===== config.mk =====
export PLATFORM = sky130hd
export DESIGN_NAME = dcmq_front
export DESIGN_NICKNAME = d
export VERILOG_FILES = /design/src/rtl/dcmq_pkg.sv /design/src/rtl/dcmq_front.sv
export SDC_FILE = /design/constraint.sdc
export NUM_CORES = 2
export LEC_CHECK = 0
export CAP_MARGIN = 15
export CORE_ASPECT_RATIO = 1.25
export CORE_MARGIN = 4
export CORE_UTILIZATION = 40
export CTS_CLUSTER_DIAMETER = 200
export DETAILED_ROUTE_END_ITERATION = 6
export DONT_BUFFER_PORTS = 1
export PLACE_DENSITY_LB_ADDON = 0.2
export SLEW_MARGIN = 10
export SYNTH_ARGS = -nofsm -noshare
export SYNTH_HDL_FRONTEND = slang
export SYNTH_SLANG_ARGS = --single-unit

===== constraint.sdc =====
create_clock -name clk_i -period 4.1 [get_ports clk_i]
set_clock_uncertainty 0.2 [all_clocks]
set_input_delay 0.82 -clock clk_i [delete_from_list [all_inputs] [get_ports clk_i]]
set_output_delay 0.82 -clock clk_i [all_outputs]
set_load 0.02 [all_outputs]

===== src/rtl/dcmq_pkg.sv =====
// Shared types and constants of the DCM to quaternion pipeline.
// No dependencies.
`default_nettype none
package dcmq_pkg;

  localparam int NUM_LANES = 4;  // w, x, y, z
  localparam int NUM_ELEMS = 9;  // 3x3 matrix, row major

  // Lane order of the quaternion components.
  localparam int LANE_W = 0;
  localparam int LANE_X = 1;
  localparam int LANE_Y = 2;
  localparam int LANE_Z = 3;

  // Matrix element positions, row major.
  localparam int M00 = 0;
  localparam int M01 = 1;
  localparam int M02 = 2;
  localparam int M10 = 3;
  localparam int M11 = 4;
  localparam int M12 = 5;
  localparam int M20 = 6;
  localparam int M21 = 7;
  localparam int M22 = 8;

  // Pipeline control handed to every stage group.
  typedef struct packed {
    logic en;   // global advance
    logic vld;  // beat entering this group
  } dcmq_ctl_t;

endpackage
`default_nettype wire


===== src/rtl/dcmq_front.sv =====
// Pivot selection, component build, sign rectify and magnitude split (2 stages).
// Depends on dcmq_pkg.
`default_nettype none
module dcmq_front import dcmq_pkg::*; #(
  parameter int DW = 32,
  parameter int F  = 30,
  parameter int CW = DW + 2
) (
  input  logic                                clk_i,
  input  logic                                rst_ni,
  input  dcmq_ctl_t                           ctl_i,
  input  logic [NUM_ELEMS-1:0][DW-1:0]        mat_i,
  output logic                                vld_o,
  output logic [NUM_LANES-1:0][CW-1:0]        mag_o,
  output logic [NUM_LANES-1:0]                sign_o,
  output logic                                zero_o
);

  logic signed [CW-1:0] e [NUM_ELEMS];
  logic signed [CW-1:0] c_d [NUM_LANES];
  logic signed [CW-1:0] c_q [NUM_LANES];
  logic                 rz_d, rz_q, v1_q;
  logic signed [CW-1:0] one_c, trace, r;

  assign one_c = CW'(1) <<< F;

  for (genvar k = 0; k < NUM_ELEMS; k++) begin : g_ext
    assign e[k] = {{(CW-DW){mat_i[k][DW-1]}}, mat_i[k]};
  end

  assign trace = e[M00] + e[M11] + e[M22];

  always_comb begin
    if (trace > 0) begin
      r = trace + one_c;
      c_d[LANE_W] = r;
      c_d[LANE_X] = e[M12] - e[M21];
      c_d[LANE_Y] = e[M20] - e[M02];
      c_d[LANE_Z] = e[M01] - e[M10];
    end else if (e[M11] > e[M00] && e[M11] > e[M22]) begin
      r = e[M11] - e[M00] - e[M22] + one_c;
      if (r < 0) r = '0;
      c_d[LANE_Y] = r;
      c_d[LANE_W] = e[M20] - e[M02];
      c_d[LANE_X] = e[M01] + e[M10];
      c_d[LANE_Z] = e[M12] + e[M21];
    end else if (e[M22] > e[M00]) begin
      r = e[M22] - e[M00] - e[M11] + one_c;
      if (r < 0) r = '0;
      c_d[LANE_Z] = r;
      c_d[LANE_W] = e[M01] - e[M10];
      c_d[LANE_X] = e[M20] + e[M02];
      c_d[LANE_Y] = e[M12] + e[M21];
    end else begin
      r = e[M00] - e[M11] - e[M22] + one_c;
      if (r < 0) r = '0;
      c_d[LANE_X] = r;
      c_d[LANE_W] = e[M12] - e[M21];
      c_d[LANE_Y] = e[M01] + e[M10];
      c_d[LANE_Z] = e[M20] + e[M02];
    end
    rz_d = (r == 0);
  end

  always_ff @(posedge clk_i or negedge rst_ni) begin
    if (!rst_ni) begin
      v1_q  <= 1'b0;
      vld_o <= 1'b0;
    end else if (ctl_i.en) begin
      v1_q  <= ctl_i.vld;
      vld_o <= v1_q;
    end
  end

  always_ff @(posedge clk_i) begin
    if (ctl_i.en) begin
      c_q  <= c_d;
      rz_q <= rz_d;
    end
  end

  // Stage 2: negating all four when w < 0 keeps magnitudes, flips signs.
  logic [NUM_LANES-1:0][CW-1:0] mag_d;
  logic [NUM_LANES-1:0]         sign_d;
  always_comb begin
    for (int i = 0; i < NUM_LANES; i++) begin
      mag_d[i]  = rz_q ? '0 : (c_q[i] < 0 ? CW'(-c_q[i]) : CW'(c_q[i]));
      sign_d[i] = (c_q[i] < 0) ^ (c_q[LANE_W] < 0);
    end
  end

  always_ff @(posedge clk_i) begin
    if (ctl_i.en) begin
      mag_o  <= mag_d;
      sign_o <= sign_d;
      zero_o <= (mag_d == '0);
    end
  end

endmodule
`default_nettype wire


**Word level (Yosys, flattened, before mapping)**

Cells that the tools add are included.

- Register bits after elaboration: 279
- Input bits: 292
- Output and inout bits: 142
- Word-level logic and storage cells: 69

- Add/sub/neg operators: 22
- $lt $le $gt $ge: 11
- Muxes and demuxes: 17
- Bitwise gates (word level): 3
- Reduce and logical (&&, ||, !) cells: 3

Operator list:

| cell | count |
|---|---|
| $mux 34 | 14 |
| $mux 136 | 3 |
| $lt 34x1->1 const B | 7 |
| $sub 32x32->33 | 6 |
| $add 34x32->34 const B | 4 |
| $logic_not 136->1 | 1 |
| $neg 34->34 | 4 |
| $add 32x32->33 | 4 |
| $sub 33x32->34 | 3 |
| $gt 32x32->1 | 3 |
| $add 33x32->34 | 1 |
| $gt 34x1->1 const B | 1 |
| $logic_not 34->1 | 1 |
| $xor 1x1->1 | 3 |
| $logic_and 1x1->1 | 1 |

**Depth between registers and ports, before layout**

- Depth after elaboration: 9
- Mapped depth: 22
- Gate-level depth less buffers: 20

**Worst setup path before layout**

OpenSTA, ideal clock, no wires.

- Path type: input to register
- Start: input mat_i[2] in the netlist's numbering
- End: register rz_q, data pin
- Setup time: 0.133 ns
- Arrival: 5.810 ns
- Required time: 3.767 ns
- Setup slack: -2.043 ns
- Cell stages on the path: 19
- Buffers on the path: 0
- Path through: inv_1 -> fa_1 -> inv_1 -> ha_1 -> ha_1 -> inv_1 -> fa_1 -> nand2b_1 -> a21oi_1 -> xor2_1 -> or4_4 -> a2111oi_4 -> nand4_1 -> or4_1 -> or4_1 -> or4b_1 -> a211oi_1 -> or4b_1 -> nand2_1

- Cells in the longest elaborated chain, start to end: 9
- Elaborated cells on any way between the ends: 26
- Those cells by class: add/sub: 12; order compare: 6; mux: 6; reduce/logical: 2

Ends and longest elaborated chain:

| element | line | source |
|---|---|---|
| start: declaration | dcmq_front.sv:12 | `input logic [NUM_ELEMS-1:0][DW-1:0] mat_i,` |
| $sub 32x32->33, on equally long branches | dcmq_front.sv:55, dcmq_front.sv:48 |  |
| $sub 33x32->34, on equally long branches | dcmq_front.sv:55, dcmq_front.sv:48 |  |
| $add 34x32->34, on equally long branches | dcmq_front.sv:55, dcmq_front.sv:48 |  |
| $lt 34x1->1, on equally long branches | dcmq_front.sv:56, dcmq_front.sv:49 |  |
| $mux 34, on equally long branches | dcmq_front.sv:56, dcmq_front.sv:49 |  |
| $mux 34 | dcmq_front.sv:47 | `end else if (e[M22] > e[M00]) begin` |
| $mux 34 | dcmq_front.sv:40 | `end else if (e[M11] > e[M00] && e[M11] > e[M22]) begin` |
| $mux 34 (*) | dcmq_front.sv:34 | `if (trace > 0) begin` |
| $logic_not 34->1 (*) | dcmq_front.sv:62 | `rz_d = (r == 0);` |
| net rz_d | dcmq_front.sv:22 | `logic rz_d, rz_q, v1_q;` |
| end signal: assignment | dcmq_front.sv:78 | `rz_q <= rz_d;` |
| end: declaration | dcmq_front.sv:22 |  |

The timed path passes the listed nets; every way through them passes the cells marked *.
A chain may end at the register's enable or synchronous reset.

**Worst setup path after layout**

- Start: input mat_i[258] in the netlist's numbering
- End: register rz_q, data pin

- Cells in the longest elaborated chain, start to end: 9
- Elaborated cells on any way between the ends: 23
- Those cells by class: add/sub: 9; order compare: 6; mux: 6; reduce/logical: 2

Ends and longest elaborated chain:

| element | line | source |
|---|---|---|
| $sub 32x32->33 | dcmq_front.sv:48 | `r = e[M22] - e[M00] - e[M11] + one_c;` |
| $sub 33x32->34 | dcmq_front.sv:48 |  |
| $add 34x32->34 | dcmq_front.sv:48 |  |
| $lt 34x1->1 | dcmq_front.sv:49 | `if (r < 0) r = '0;` |
| $mux 34 | dcmq_front.sv:49 |  |
| $mux 34 | dcmq_front.sv:47 |  |
| $mux 34 | dcmq_front.sv:40 |  |
| $mux 34 (*) | dcmq_front.sv:34 |  |
| $logic_not 34->1 (*) | dcmq_front.sv:62 |  |
| net rz_d | dcmq_front.sv:22 |  |

Marks and branches as above.

==> results.ini <==
[critical_path]
max_stage_delay_ns = 0.56
path_max_fanout = 4
arrival_ns = 5.85
critPathBufInv = 3
path_cells = clkinvlp_4 -> fa_1 -> inv_2 -> ha_4 -> ha_4 -> inv_2 -> fa_2 -> nand2b_4 -> a21oi_2 -> xor2_1 -> or4_4 -> a2111oi_4 -> nand4_1 -> or4_1 -> or4_4 -> or4b_4 -> a211oi_4 -> or4b_1 -> nand2_1
cp_data_required_time_ns = 4.38
crit_type = input pin to register
rrSetupSlack_ns = 0
critPathCaptureType = register
critical-path-top-delay-family = simple AND/OR/NAND/NOR gates
start_kind = input pin
cp_slowest_cell = fa_1

[synth]
ys_types = 89
ys_warn_count = 0
async_reset_ff_share_pct = 0.7168
ys_seq_area_share_pct = 20.53
ys.flop_type = edfxtp_1
syn_area_mm2 = 0.04075
synth_edf_count = 277
synthesis.nets = 5878
synth_seq_cells = 279
postSynthAreaPerCell_um2 = 8.397
synthCells = 4853

[timing]
fmax_mhz = 179.6
fin_tns_setup_ns = -135.33
setup_viol = 137
setup_ws_ns = -1.467
fin_crit_sh_pct = 135.8
finalCriticalPeriod_ns = 5.567
relSlewSlack_pct = 36.91
tightest_slew_ns = 0.9376
maxSlewViolCount = 0
hold_viol = 0
grt_setup_unrepaired = yes

[min_path]
hold_path_class = input pin to register

[floorplan]
dieWidth_um = 293.5
num_rows = 130
die_area_mm2 = 0.1071
initial_core_util_pct = 40.41
core_area_mm2 = 0.1008
ios = 434
die_y_um = 364.9

[detailed_routing]
routed_wirelength_um = 180100
drcViolationCount = 0
vias = 41390
post_drt_wl_per_cell_um = 23.97
viasPerCell = 5.509
first_pass_iters = 7
antenna_left = 0
drt-initial-drc-count = 2841

[clocking]
clockRootBuffer = clkbuf_16
cts.reportedPaths.clkPinSlew_ns = 0.06
htreeDepth = 1
clockBufferDepth = 3
cts_tree = yes
insertion_delay_ns = 0.61
cts_buffers = 31
clock-sinks = 279

[place]
dp_hpwl_um = 156200
post_dp_cell_area_mm2 = 0.05297
gp_congestion = 1.020
port_buffers = 0

[layout]
fillers = 9477
finalInstanceArea_mm2 = 0.05618
drive_gt1_share_pct = 29.14
multi_input_area_mm2 = 0.03144
area_growth_pct = 37.85
regArea_mm2 = 0.008368
nets = 7186

[power_and_ir_drop]
finalPower_uw = 26060
p_per_area_mw_per_mm2 = 463.8
p_leak_uw = 0.02648
max-vdd-ir-drop_v = 0.0003324

[global_routing]
antenna_found_initial = 7
grt_pass1_wl_um = 260900
grt_util_all_layers_pct = 32.24
grt_pass1_vias = 41230
grt_max_degree = 280
grt-ovfl-total = 0

[run_status]
violations = setup timing
status = finished, violations left

[flow_run]
cap_violations = 0

==> path summary, 6_finish.rpt <==
kind | endpoint | cells past startpoint | from
max | rz_q | 19 | mat_i[258]
min reg2reg | vld_o | 1 | v1_q
max reg2reg | zero_o | 12 | c_q[106]
max in group asynchronous | v1_q | 1 | rst_ni
min | mag_o[85] | 0 | ctl_i[1]
min in group asynchronous | vld_o | 1 | rst_ni
==> layer usage <==
metal / share of wire, % / vias to the layer above / global-route usage [%]
met3: 5.8 / 321 / 5.033
met1: 39 / 20020 / 37.83
met4: 5.5 / 0 / 15.19
met2: 49 / 1316 / 57.65
li1: - / 19730 / -
met5: 0 / - / 0
==> worst reg2reg max path, cell delays in order, from the launching register on <==
cell	delay [ns]
edfxtp_1	0.52
nor3_1	0.24
buf_4	0.15
nand3_1	0.19
or4_1	0.46
buf_4	0.18
or2_1	0.23
or4_1	0.43
o41ai_1	0.38
xor2_1	0.26
a41oi_2	0.21
nor4_1	0.28
and4_1	0.22
==> report_power, final <==
part / switching [µW] / internal, µW
Sequential: 1280 / 4260
Clock: 1270 / 1570
Combinational: 9370 / 8310
==> cell families (layout without fill, tap and decap cells) <==
| logic type | Yosys count | count (layout) | share of synthesized area, % |
|---|---|---|---|
| buffers and inverters | 674 | 2006 | 6.229 |
| xor gates and xnor gates | 425 | 425 | 9.134 |
| DFF | 279 | 279 | 20.53 |
| adders and majority gates | 733 | 733 | 25.23 |
| other | 1 | 8 | 0.009202 |
| muxes | 83 | 83 | 2.097 |
| and+or+nand+nor | 1369 | 1369 | 16.27 |
| AOI/OAI and AO/OA | 1289 | 1289 | 20.50 |
==> area by class of cell <==
type	count	area share [%]
antenna	7	0.03118
multi-input combinational	3900	55.96
timing repair buffer	1472	21.12
inverter	477	3.227
sequential	279	14.90
tap	1320	2.940
clock inverter	21	0.3875
clock buffer	36	1.432
==> cells in the mapped netlist, drive strengths merged, types with 48 or more instances <==
| master | instances | area [µm²] |
|---|---|---|
| a21o | 108 | 810.8 |
| ha | 585 | 7320 |
| nand3 | 83 | 415.4 |
| mux2i | 64 | 640.6 |
| nor2 | 455 | 1708 |
| nor4 | 66 | 412.9 |
| nand2b | 51 | 319.1 |
| edfxtp | 277 | 8318 |
| fa | 148 | 2963 |
| o21bai | 59 | 442.9 |
| nor3 | 101 | 510.5 |
| nor2b | 53 | 331.6 |
| clkbuf | 178 | 668.1 |
| nand2 | 307 | 1152 |
| o21a | 48 | 360.4 |
| xnor2 | 220 | 1927 |
| o31ai | 61 | 457.9 |
| inv | 477 | 1790 |
| a21oi | 373 | 1867 |
| xor2 | 205 | 1795 |
| o21ai | 268 | 1341 |
==> cell usage in the layout (no fill, tap or decap), drive strengths merged, types with 205 or more instances in the layout <==
master     n
nor2     455
inv      480
a21oi    373
o21ai    268
edfxtp   277
buf     1471
xor2     205
nand2    307
xnor2    220
ha       585
==> sequential cells by signal, indices dropped and copies added (netlist names) <==
register  cells
c_q         136
mag_o       136
sign_o        3
rz_q          1
v1_q          1
vld_o         1
zero_o        1
==> metrics by stage <==
step	cells	hold WS (ns)	utilization [%]	setup slack [ns]
finish	7512	0.1276	55.71	-1.467
floorplan	4853	0.2749	-	-1.609
global placement	7385	0.2851	52.52	-2.406
global route	7511	0.1259	55.70	-1.615
detailed placement	7385	0.2984	52.52	-2.386
CTS	7501	0.1321	55.26	-1.493
==> what timing repair did <==
item / in CTS / in global routing
gates cloned: 9 / 0
pin swaps: 47 / 42
setup endpoints to repair: 138 / 138
setup buffers: 66 / 10
hold endpoints to repair: 2 / 0
gates resized for setup: 233 / 82
hold buffers: 1 / 0
Power figures use the tool's default switching activity.
